<file path="config.mk">
export PLATFORM = sky130hd
export DESIGN_NAME = contact_bundle_stream_parser
export DESIGN_NICKNAME = d
export VERILOG_FILES = /design/src/cbsp_pkg.sv /design/src/cbsp_apb_regs.sv /design/src/cbsp_parse_core.sv /design/src/contact_bundle_stream_parser.sv
export SDC_FILE = /design/constraint.sdc
export NUM_CORES = 1
export LEC_CHECK = 0
export BUFFER_PORTS_ARGS = -buffer_cell sky130_fd_sc_hd__buf_2
export CAP_MARGIN = 30
export CORE_UTILIZATION = 45
export CTS_CLUSTER_DIAMETER = 150
export DETAILED_ROUTE_END_ITERATION = 8
export MAX_ROUTING_LAYER = met4
export PLACE_DENSITY = 0.75
export SLEW_MARGIN = 30
export SYNTH_ARGS = -nofsm -noshare
export SYNTH_HDL_FRONTEND = slang
export SYNTH_SLANG_ARGS = --single-unit
</file>
<file path="constraint.sdc">
create_clock -name clk -period 5.95 [get_ports clk]
set_input_delay 0.595 -clock clk [delete_from_list [all_inputs] [get_ports clk]]
set_output_delay 0.595 -clock clk [all_outputs]
set_load 0.03 [all_outputs]
</file>
<file path="src/cbsp_pkg.sv">
package cbsp_pkg;

	localparam int CBSP_KEY_BYTES = 32;
	localparam logic [7:0] CBSP_VERSION_RESET = 8'h01;

	localparam logic [3:0] PH_VER    = 4'd0;
	localparam logic [3:0] PH_IDKEY  = 4'd1;
	localparam logic [3:0] PH_SPKID  = 4'd2;
	localparam logic [3:0] PH_SPK    = 4'd3;
	localparam logic [3:0] PH_COUNT  = 4'd4;
	localparam logic [3:0] PH_OPKID  = 4'd5;
	localparam logic [3:0] PH_OPK    = 4'd6;
	localparam logic [3:0] PH_FPRLEN = 4'd7;
	localparam logic [3:0] PH_FPR    = 4'd8;
	localparam logic [3:0] PH_SIGLEN = 4'd9;
	localparam logic [3:0] PH_SIG    = 4'd10;
	localparam logic [3:0] PH_DONE   = 4'd11;

	localparam logic [2:0] ST_BUSY      = 3'd0;
	localparam logic [2:0] ST_COMPLETE  = 3'd1;
	localparam logic [2:0] ST_TRAILING  = 3'd2;
	localparam logic [2:0] ST_BAD_VER   = 3'd3;
	localparam logic [2:0] ST_TRUNCATED = 3'd4;
	localparam logic [2:0] ST_DISCARDED = 3'd5;

	localparam logic CFG_IDX_VERSION = 1'b0;

	typedef struct packed {
		logic [3:0]  field_kind;
		logic [7:0]  byte_value;
		logic [31:0] offset_in_field;
		logic [15:0] entry_number;
		logic [31:0] number_value;
		logic        number_ready;
		logic [2:0]  status;
	} res_t;

endpackage

</file>
<file path="src/cbsp_apb_regs.sv">
module cbsp_apb_regs import cbsp_pkg::*; (
	input  logic        clk,
	input  logic        arst_n,
	input  logic        psel,
	input  logic        penable,
	input  logic        pwrite,
	input  logic [2:0]  paddr,
	input  logic [31:0] pwdata,
	output logic [31:0] prdata,
	output logic        pready,
	output logic [7:0]  expected_version
);

	logic [7:0] version_q;

	always_ff @(posedge clk or negedge arst_n) begin
		if (!arst_n) begin
			version_q <= CBSP_VERSION_RESET;
		end else if (psel && penable && pwrite && paddr[2] == CFG_IDX_VERSION) begin
			version_q <= pwdata[7:0];
		end
	end

	assign pready = 1'b1;
	assign prdata = (paddr[2] == CFG_IDX_VERSION) ? {24'd0, version_q} : 32'd0;
	assign expected_version = version_q;

endmodule

</file>
<file path="src/cbsp_parse_core.sv">
module cbsp_parse_core import cbsp_pkg::*; #(
	parameter int KEY_BYTES = CBSP_KEY_BYTES
) (
	input  logic       clk,
	input  logic       arst_n,
	input  logic       fire,
	input  logic [7:0] data_byte,
	input  logic       end_of_stream,
	input  logic [7:0] expected_version,
	output res_t       res
);

	localparam logic [31:0] KEY_LAST = 32'(KEY_BYTES - 1);

	logic [3:0]  phase_q;
	logic [31:0] pos_q;
	logic [31:0] flen_q;
	logic [31:0] acc_q;
	logic [15:0] remain_q;
	logic [15:0] entry_q;
	logic        err_q;

	logic [3:0]  phase_d;
	logic [31:0] pos_d;
	logic [31:0] flen_d;
	logic [31:0] acc_d;
	logic [15:0] remain_d;
	logic [15:0] entry_d;
	logic        err_d;

	logic [31:0] acc_new;
	logic [31:0] len_last;
	logic [15:0] remain_dec;
	logic        is_last;
	logic        is_num;
	logic        complete;

	always_comb begin
		acc_new = (pos_q == 32'd0) ? {24'd0, data_byte} : {acc_q[23:0], data_byte};
		case (phase_q)
			PH_VER:                   len_last = 32'd0;
			PH_IDKEY, PH_SPK, PH_OPK: len_last = KEY_LAST;
			PH_SPKID, PH_OPKID, PH_SIGLEN: len_last = 32'd3;
			PH_COUNT, PH_FPRLEN:      len_last = 32'd1;
			default:                  len_last = flen_q - 32'd1;
		endcase
		is_last = (pos_q == len_last);
		is_num = (phase_q == PH_SPKID) || (phase_q == PH_COUNT) || (phase_q == PH_OPKID)
			|| (phase_q == PH_FPRLEN) || (phase_q == PH_SIGLEN);
		remain_dec = remain_q - 16'd1;

		phase_d = phase_q;
		pos_d = pos_q;
		flen_d = flen_q;
		acc_d = acc_q;
		remain_d = remain_q;
		entry_d = entry_q;
		err_d = err_q;
		complete = 1'b0;

		res.field_kind = phase_q;
		res.byte_value = data_byte;
		res.offset_in_field = pos_q;
		res.entry_number = 16'd0;
		res.number_value = 32'd0;
		res.number_ready = 1'b0;
		res.status = ST_BUSY;

		if (err_q) begin
			res.field_kind = PH_DONE;
			res.status = ST_DISCARDED;
			pos_d = pos_q + 32'd1;
		end else if (phase_q >= PH_DONE) begin
			res.field_kind = PH_DONE;
			res.status = ST_TRAILING;
			pos_d = pos_q + 32'd1;
		end else begin
			if (phase_q == PH_OPKID || phase_q == PH_OPK) begin
				res.entry_number = entry_q;
			end
			acc_d = acc_new;
			if (phase_q == PH_VER && data_byte != expected_version) begin
				err_d = 1'b1;
				res.status = ST_BAD_VER;
				pos_d = 32'd0;
			end else if (is_last) begin
				if (is_num) begin
					res.number_ready = 1'b1;
					res.number_value = acc_new;
				end
				pos_d = 32'd0;
				case (phase_q)
					PH_VER:   phase_d = PH_IDKEY;
					PH_IDKEY: phase_d = PH_SPKID;
					PH_SPKID: phase_d = PH_SPK;
					PH_SPK:   phase_d = PH_COUNT;
					PH_COUNT: begin
						remain_d = acc_new[15:0];
						entry_d = 16'd0;
						phase_d = (acc_new[15:0] != 16'd0) ? PH_OPKID : PH_FPRLEN;
					end
					PH_OPKID: phase_d = PH_OPK;
					PH_OPK: begin
						remain_d = remain_dec;
						if (remain_dec != 16'd0) begin
							entry_d = entry_q + 16'd1;
							phase_d = PH_OPKID;
						end else begin
							entry_d = 16'd0;
							phase_d = PH_FPRLEN;
						end
					end
					PH_FPRLEN: begin
						flen_d = {16'd0, acc_new[15:0]};
						phase_d = (acc_new[15:0] != 16'd0) ? PH_FPR : PH_SIGLEN;
					end
					PH_FPR: phase_d = PH_SIGLEN;
					PH_SIGLEN: begin
						flen_d = acc_new;
						if (acc_new != 32'd0) begin
							phase_d = PH_SIG;
						end else begin
							phase_d = PH_DONE;
							complete = 1'b1;
						end
					end
					default: begin
						phase_d = PH_DONE;
						complete = 1'b1;
					end
				endcase
				if (complete) begin
					res.status = ST_COMPLETE;
				end
			end else begin
				pos_d = pos_q + 32'd1;
			end
		end

		if (end_of_stream) begin
			if (res.status == ST_BUSY) begin
				res.status = ST_TRUNCATED;
			end
			phase_d = PH_VER;
			pos_d = 32'd0;
			flen_d = 32'd0;
			acc_d = 32'd0;
			remain_d = 16'd0;
			entry_d = 16'd0;
			err_d = 1'b0;
		end
	end

	always_ff @(posedge clk or negedge arst_n) begin
		if (!arst_n) begin
			phase_q <= PH_VER;
			pos_q <= 32'd0;
			flen_q <= 32'd0;
			acc_q <= 32'd0;
			remain_q <= 16'd0;
			entry_q <= 16'd0;
			err_q <= 1'b0;
		end else if (fire) begin
			phase_q <= phase_d;
			pos_q <= pos_d;
			flen_q <= flen_d;
			acc_q <= acc_d;
			remain_q <= remain_d;
			entry_q <= entry_d;
			err_q <= err_d;
		end
	end

	a_eos_clears: assert property (@(posedge clk) disable iff (!arst_n)
		(fire && end_of_stream) |=> (phase_q == PH_VER && pos_q == 32'd0 && !err_q))
		else $error("state not cleared after end mark");

	a_err_from_version: assert property (@(posedge clk) disable iff (!arst_n)
		$rose(err_q) |-> ($past(phase_q) == PH_VER))
		else $error("error raised outside version byte");

	a_entry_scope: assert property (@(posedge clk) disable iff (!arst_n)
		(entry_q != 16'd0) |-> (phase_q == PH_OPKID || phase_q == PH_OPK))
		else $error("entry index left over outside prekey entries");

	a_num_kind: assert property (@(posedge clk) disable iff (!arst_n)
		res.number_ready |-> (!err_q && is_num && is_last))
		else $error("number reported off a numeric field end");

endmodule

</file>
<file path="src/contact_bundle_stream_parser.sv">
// channel  dir  handshake          tdata                              tuser
// s_*      in   s_tvalid/s_tready  [7:0] data_byte                    -, tlast end_of_stream
// m_*      out  m_tvalid/m_tready  byte, offset, entry, number        kind, number_ready, status
// apb      in   psel/penable       expected_version at byte address 0
//
// one beat per cycle sustained while m_tready is high; a byte passes from input to output
// through the input register and then the result register around the parser
// the parser state (phase, counters, accumulator) updates once per byte
// arst_n clears valids, parser state and expected_version (back to 1)
// the input register keeps accepting while a result waits, as long as the result
// register can move; a stalled m side holds the result register and a full input register
module contact_bundle_stream_parser import cbsp_pkg::*; #(
	parameter int KEY_BYTES = CBSP_KEY_BYTES
) (
	input  logic        clk,
	input  logic        arst_n,
	input  logic        s_tvalid,
	output logic        s_tready,
	input  logic [7:0]  s_tdata,   // [7:0] data_byte
	input  logic        s_tlast,
	output logic        m_tvalid,
	input  logic        m_tready,
	output logic [87:0] m_tdata,   // [7:0] byte_value, [39:8] offset_in_field,
	                               // [55:40] entry_number, [87:56] number_value
	output logic [7:0]  m_tuser,   // [3:0] field_kind, [4] number_ready, [7:5] status
	input  logic        psel,
	input  logic        penable,
	input  logic        pwrite,
	input  logic [2:0]  paddr,
	input  logic [31:0] pwdata,
	output logic [31:0] prdata,
	output logic        pready
);

	logic       valid_s1;
	logic [7:0] byte_s1;
	logic       eos_s1;
	logic       valid_s2;
	res_t       res_s2;
	res_t       res;
	logic       adv;
	logic       fire;
	logic [7:0] expected_version;

	assign adv = !valid_s2 || m_tready;
	assign fire = valid_s1 && adv;
	assign s_tready = !valid_s1 || adv;

	cbsp_apb_regs u_regs (
		.clk              (clk),
		.arst_n           (arst_n),
		.psel             (psel),
		.penable          (penable),
		.pwrite           (pwrite),
		.paddr            (paddr),
		.pwdata           (pwdata),
		.prdata           (prdata),
		.pready           (pready),
		.expected_version (expected_version)
	);

	cbsp_parse_core #(
		.KEY_BYTES (KEY_BYTES)
	) u_core (
		.clk              (clk),
		.arst_n           (arst_n),
		.fire             (fire),
		.data_byte        (byte_s1),
		.end_of_stream    (eos_s1),
		.expected_version (expected_version),
		.res              (res)
	);

	always_ff @(posedge clk or negedge arst_n) begin
		if (!arst_n) begin
			valid_s1 <= 1'b0;
		end else if (s_tready) begin
			valid_s1 <= s_tvalid;
		end
	end

	always_ff @(posedge clk) begin
		if (s_tvalid && s_tready) begin
			byte_s1 <= s_tdata;
			eos_s1 <= s_tlast;
		end
	end

	always_ff @(posedge clk or negedge arst_n) begin
		if (!arst_n) begin
			valid_s2 <= 1'b0;
		end else if (adv) begin
			valid_s2 <= valid_s1;
		end
	end

	always_ff @(posedge clk) begin
		if (fire) begin
			res_s2 <= res;
		end
	end

	assign m_tvalid = valid_s2;
	assign m_tdata = {res_s2.number_value, res_s2.entry_number, res_s2.offset_in_field,
		res_s2.byte_value};
	assign m_tuser = {res_s2.status, res_s2.number_ready, res_s2.field_kind};

endmodule
</file>
==> results of run 1 <==
-- worst min-delay path by stage --
| stage | endpoint | slack [ns] | depth (start not counted) |
|---|---|---|---|
| detailed placement | m_tvalid | 0.48 | 1 |
| global route | u_core.pos_q[16] | 0.22 | 1 |
| floorplan | m_tvalid | 0.30 | 0 |
| global placement | m_tvalid | 0.47 | 1 |
| CTS | u_core.pos_q[31] | 0.21 | 1 |
| finish | u_core.pos_q[31] | 0.15 | 1 |
-- worst max-delay path: cells and delay by family, from the launching register on --
kind,cells,cell delay [ns]
AO/OA/AOI/OAI,3,0.75
flip-flops,1,0.52
AND/OR/NAND/NOR,7,3.23
buffers and inverters,1,0.34
-- final cells by class --
type | instances | area, sq um | share of cell area (%)
inverter | 34 | 130.1 | 0.8847
tap | 378 | 473.0 | 3.215
clock inverter | 13 | 172.7 | 1.174
multi-input combinational | 936 | 5829 | 39.63
sequential | 240 | 6533 | 44.41
clock buffer | 36 | 739.5 | 5.027
timing repair buffer | 153 | 832.0 | 5.657
-- cells in the final DEF, fill, tap and decap left out, drive strengths merged, types with 42 or more instances in the layout --
cell type,n
a21oi,46
and3,42
buf,152
dfrtp,134
edfxtp,105
nand2,127
nand3,73
nor2,73
nor4,47
o21ai,55
-- per-layer routing --
layer | track usage (%) | vias up | part of all wire (%)
met2 | 38.46 | 426 | 48
met1 | 32.94 | 5311 | 43
met3 | 3.060 | 82 | 6.3
li1 | - | 5012 | -
met5 | - | - | 0
met4 | 8.388 | 0 | 3.0
-- sequential cells by signal, indices dropped and copies added (netlist names) --
signal and flops:
m_tdata 88, u_core.flen_q 32, u_core.pos_q 32, u_core.acc_q 24
u_core.entry_q 16, u_core.remain_q 16, byte_s1 8, m_tuser 8
u_regs.expected_version 8, u_core.phase_q 4, eos_s1 1, m_tvalid 1
u_core.err_q 1, valid_s1 1
-- logic make-up (layout without fill, tap and decap cells) --
family,after synthesis,after routing,share of synthesized area (%)
simple gates,559,559,23.58
compound gates,289,289,15.75
flops,240,240,50.35
buf+inv,157,236,5.555
xor+xnor,38,38,2.565
mux,19,19,1.562
fa+ha+maj,6,6,0.5786
other cells,2,25,0.05789
-- power breakdown --
part	internal, mW	switching, mW	leakage (nW)
combinational	0.576	1.15	2.79
clock	1.04	0.654	0.445
sequential	1.97	0.296	2.86
-- metrics by stage --
stage | util, % | setup slack [ns] | instances
after floorplan | - | 1.143 | 1333
after global placement | 49.10 | 1.228 | 1741
after detailed placement | 49.11 | 1.130 | 1741
after CTS | 52.36 | 1.103 | 1790
after global routing | 52.37 | 0.7895 | 1790
final | 52.37 | 1.030 | 1790
==> results.tsv, run 1 <==
metric	value	unit
status	finished, final reports clean	
die_w	171.8	um
avgRoutedWirePerCell	19.31	um
syn_avg_cell_area	9.904	sq um
core	0.02809	sq mm
startpoint_type	flop	
r2r-end	u_core.flen_q[24]	
gp_congestion	0.9155	
async_flop_share	56.25	%
ys_ff_latch	240	
drt_first_pass_iters	7	
period_needed	4.920	ns
ctsLongestPathBuffers	3	
cts_setup_buffers	0	
grt_pass1_wl	55760	um
p_leak	6.095	nW
seq_area_frac_synth	50.35	%
place_area	0.01379	sq mm
cts_root_buffer	clkbuf_16	
wl	34570	um
clock_sinks	240	
worst_slew_pin_slew	0.8365	ns
fillers	2564	
antenna_found_initial	0	
cts_buffers	27	
required	6.41	ns
finalHoldViolations	0	
row_count	61	
finalSetupViolCount	0	
antenna_cells	0	
synth.largest_area_cell	dfrtp_1	
synth_common_cells	dfrtp_1 (134), nand2_1 (126), edfxtp_1 (105)	
pin_count	182	
whs	0.1543	ns
syn_inst	1310	
postCtsHoldBufs	0	
finalCritPeriodShare	82.69	%
max_freq	203.2	MHz
synth.top_cells.by_area	dfrtp_1 (26%), edfxtp_1 (24%), nand2_1 (3.6%)	
rsz0062_at_grt	false	
synth.most_common_cell	dfrtp_1	
reg2reg_from	u_core.flen_q[11]	
end_kind	flop	
critical_path.max_stage_delay	0.67	ns
syn_to_final_growth	13.38	%
p_total	5.683	mW
grt_pass1_vias	10102	
cts_tree	built	
synth_ff_type	dfrtp_1	
slew_viol_final	0	
die_area	0.02951	sq mm
crit_end	u_core.flen_q[24]	
irDropWorstVdd	0.0002485	V
dp_hpwl	23020	um
grt_usage	24.54	%
startpoint	u_core.flen_q[11]	
critical_path.cell_chain	nor4_4, nand4_1, buf_4, o31a_1, o31ai_1, nand4_1, nor4_4, nand2_2, nor2_1, and4b_1, a22o_1	
rrSetupSlack	1.03	ns
initial_core_util	46.19	%
final_area	0.01471	sq mm
fin_tns_setup	0	ns
grt_start_max_net_pins	98	
io_buffer_count	130	
vias	10831	
relSlewSlack	44.23	%
cts_resized	0	
finalClockSkew	0.01111	ns
synth_edf_count	105	
ant_nets	0	
yosysWarnings	0	
synth.distinct_cells	87	
drive_above_1_share	16.86	%
drv_cap	0	
arrival	5.38	ns
syn_area	0.01297	sq mm
htreeDepth	1	
crit_type	reg -> reg	
r2r_cells	11	
drt_iter0_drc	944	
cp_slowest_cell	and4b_1	
grt_overflow	0	
insertion_delay	0.53	ns
fin_nets	1449	
synth_top_area_share	25.85	%
drc	0	
holdCritPathClass	in -> async	
crit_fanout	16	
via_per_inst	6.051	
clk_pin_slew	0.06	ns
die_y	171.8	um
p_per_area	386.3	mW/mm^2
Power figures use the tool's default switching activity.
==> run 2: changes to the inputs <==
ABC_AREA = 1   (was default)
PLACE_DENSITY = 0.78   (was 0.75)
clock period = 4.1 ns   (was 5.95 ns; I/O delays follow)
==> run 2 against run 1 <==
Non-clock buffer count fell by 10. Fmax rose by 43%. Sequential cell count did not move. Cell count rose by 15%. Utilization fell by 0.32 points. Area after synthesis fell by 0.93%. Worst hold slack got worse by 0.13 ns. Largest cell class unchanged. Wire length fell by 13%. Global-route usage fell by 2.9 points. Die area fell by 0.92%. Critical endpoint is now u_core.flen_q[0]. Via count fell by 3.4%. Clock power rose by 33%.
==> results.tsv, run 2 <==
metric	value	unit	change
status	finished, final reports clean		
regArea	0.006533	sq mm	unchanged
htreeDepth	1		unchanged
synth.distinct_cells	47		-46%
startpoint_type	flop		
ant_nets	0		unchanged
max_freq	289.8	MHz	+43%
synth.largest_area_cell	dfrtp_1		
async_flop_share	56.25	%	unchanged
io_buffer_count	130		unchanged
synth_top_area_share	26.09	%	+0.24 points
seq_area_frac_synth	50.82	%	+0.47 points
relSlewSlack	39.36	%	-4.9 points
fin_tns_setup	0	ns	unchanged
final_area	0.01454	sq mm	-1.1%
drt_iter0_drc	951		+0.74%
p_per_area	575.2	mW/mm^2	+49%
reg2reg_from	u_core.flen_q[0]		
wl_met3	1643	um	-25%
wl	30000	um	-13%
fillers	2648		+3.3%
crit_type	reg -> reg		
r2r_cells	18		+7
ctsLongestPathBuffers	3		unchanged
syn_to_final_growth	13.12	%	
pin_count	182		unchanged
synth.top_cells.by_area	dfrtp_1 (26%), edfxtp_1 (25%), nand2_1 (11%)		
via_per_inst	5.072		-16%
core	0.02793	sq mm	-0.54%
synth_edf_count	105		unchanged
synth_common_cells	nand2_1 (367), nor2_1 (210), inv_1 (154)		
yosysWarnings	0		unchanged
required	4.55	ns	-1.86 ns
finalHoldViolations	0		unchanged
dp_hpwl	22020	um	-4.4%
min_from	s_tlast		
cts_setup_buffers	0		unchanged
dp.cells	2016		+16%
finalCritPeriodShare	84.16	%	+1.5 points
grt_overflow	0		unchanged
insertion_delay	0.56	ns	+0.03 ns
drt_first_pass_iters	5		-2
fin_cells	2064		+15%
syn_inst	1549		+18%
largest_reg_flops	88		unchanged
synth.most_common_cell	nand2_1		
cts_tree	built		
die_y	171.0	um	-0.46%
hold_end	eos_s1		
slew_viol_final	0		unchanged
period_needed	3.451	ns	-1.469 ns
holdCritPathClass	in -> reg		
antenna_found_initial	0		unchanged
die_w	171.0	um	-0.46%
crit_fanout	43		+27
gp_congestion	0.9234		+0.86%
ys_ff_latch	240		unchanged
drv_cap	0		unchanged
layout_common_cells	nand2_1 (367), nor2_1 (210), inv_1 (153), dfrtp_1 (134), buf_2 (129)		
utilization	52.05	%	-0.32 points
worst_slew_pin_slew	0.9096	ns	+0.07309 ns
r2r-end	u_core.flen_q[0]		
rsz0062_at_grt	false		
wl_met1	13990	um	-5.6%
antenna_cells	0		unchanged
end_kind	flop		
drive_above_1_share	16.43	%	-0.43 points
initial_core_util	46.01	%	-0.18 points
vias	10468		-3.4%
top_layer	met4		
layout_commonest_cell	nand2_1		
row_count	61		unchanged
finalClockSkew	0.01792	ns	+0.006807 ns
irDropWorstVdd	0.0003718	V	+50%
clock_sinks	240		unchanged
drc	0		unchanged
fin_nets	1724		+19%
finalSetupViolCount	0		unchanged
die_area	0.02924	sq mm	-0.92%
min_path_cells	1		
synth_ff_type	dfrtp_1		
rrSetupSlack	0.65	ns	-0.38 ns
met2_length	13690	um	-17%
avgRoutedWirePerCell	14.54	um	-25%
place_area	0.01369	sq mm	-0.75%
cts_buffers	26		-3.7%
grt_pass1_vias	9771		-3.3%
whs	0.02189	ns	-0.1324 ns
p_leak	6.317	nW	+3.6%
grt_pass1_wl	49160	um	-12%
cts_root_buffer	clkbuf_16		
grt_usage	21.66	%	-2.9 points
arrival	3.90	ns	-1.48 ns
syn_area	0.01285	sq mm	-0.93%
grt_start_max_net_pins	80		-18%
clk_pin_slew	0.06	ns	about the same
syn_avg_cell_area	8.298	sq um	-16%
multi_input_area	0.005280	sq mm	-9.4%
==> run 2: cell types whose count changed after synthesis, sizes merged, moves of 33 or more <==
cell / delta
nor4: -35
nand2: +265
clkbuf: -62
o21ai: +111
nor2: +148
inv: +134
and3: -42
a22o: -40
and2: -33
==> run 2: layout make-up <==
type	count	share of cell area, %
inverters	170	4.432
flip-flops and latches	240	44.93
clock inverters	11	0.6970
multi-input cells	1086	36.31
well taps	378	3.253
repair buffers	143	5.292
clock buffers	36	5.086
==> run 2: where the power goes <==
| part | switching [mW] | internal (mW) |
|---|---|---|
| Clock | 0.982 | 1.28 |
| Combinational | 2.06 | 0.830 |
| Sequential | 0.309 | 2.91 |
==> run 2: critical path, cell delays in order, from the launching register on <==
cell,delay (ns)
dfrtp_1,0.38
inv_2,0.09
ha_1,0.20
nand3_2,0.15
nor2_4,0.30
nand2_1,0.19
o21ai_1,0.25
nand3_1,0.10
nand2_1,0.07
nand2_1,0.05
nor2_1,0.09
nand2_1,0.07
nor2_2,0.13
nand3_2,0.18
nand2_2,0.16
nand2_2,0.26
clkinv_2,0.45
nand2_1,0.11
o21ai_0,0.11
==> run 2: worst max path at each step <==
stage | end | cells past startpoint | slack [ns] | start
6_report | u_core.flen_q[0] | 18 | 0.65 | u_core.flen_q[0]
4_1_cts | u_core.flen_q[0] | 16 | 0.61 | u_core.flen_q[0]
3_3_place_gp | u_core.flen_q[31] | 17 | 0.75 | u_core.flen_q[0]
3_5_place_dp | u_core.flen_q[0] | 16 | 0.63 | u_core.flen_q[0]
2_1_floorplan | m_tdata[0] | 3 | 0.96 | m_tvalid
5_1_grt | u_core.flen_q[26] | 18 | 0.26 | u_core.flen_q[1]
==> run 2: what timing repair did <==
item	in CTS	in global routing
gates resized for setup	0	0
endpoints found under the hold margin	77	0
hold buffers	1	0
==> run 2: cells by family after synthesis <==
family / after synthesis / share of synthesized area (%)
AOI/OAI and AO/OA: 201 / 9.160
xor gates and xnor gates: 43 / 2.930
adders and majority gates: 6 / 0.5840
buffers and inverters: 246 / 8.771
DFF: 240 / 50.82
other: 2 / 0.05843
and+or+nand+nor: 811 / 27.67
==> run 2: stage by stage <==
| stage | worst slack, ns | total power, mW |
|---|---|---|
| floorplan | 0.9573 | 5.421 |
| global placement | 0.7501 | 6.066 |
| detailed placement | 0.6286 | 6.129 |
| CTS | 0.6083 | 8.409 |
| global route | 0.2566 | 8.874 |
| finish | 0.6493 | 8.364 |
==> run 2: per-layer routing <==
metal,up-vias,GRT usage (%)
met5,-,-
met4,0,5.862
met3,47,3.377
met2,260,34.20
met1,4859,29.00
li1,5302,-
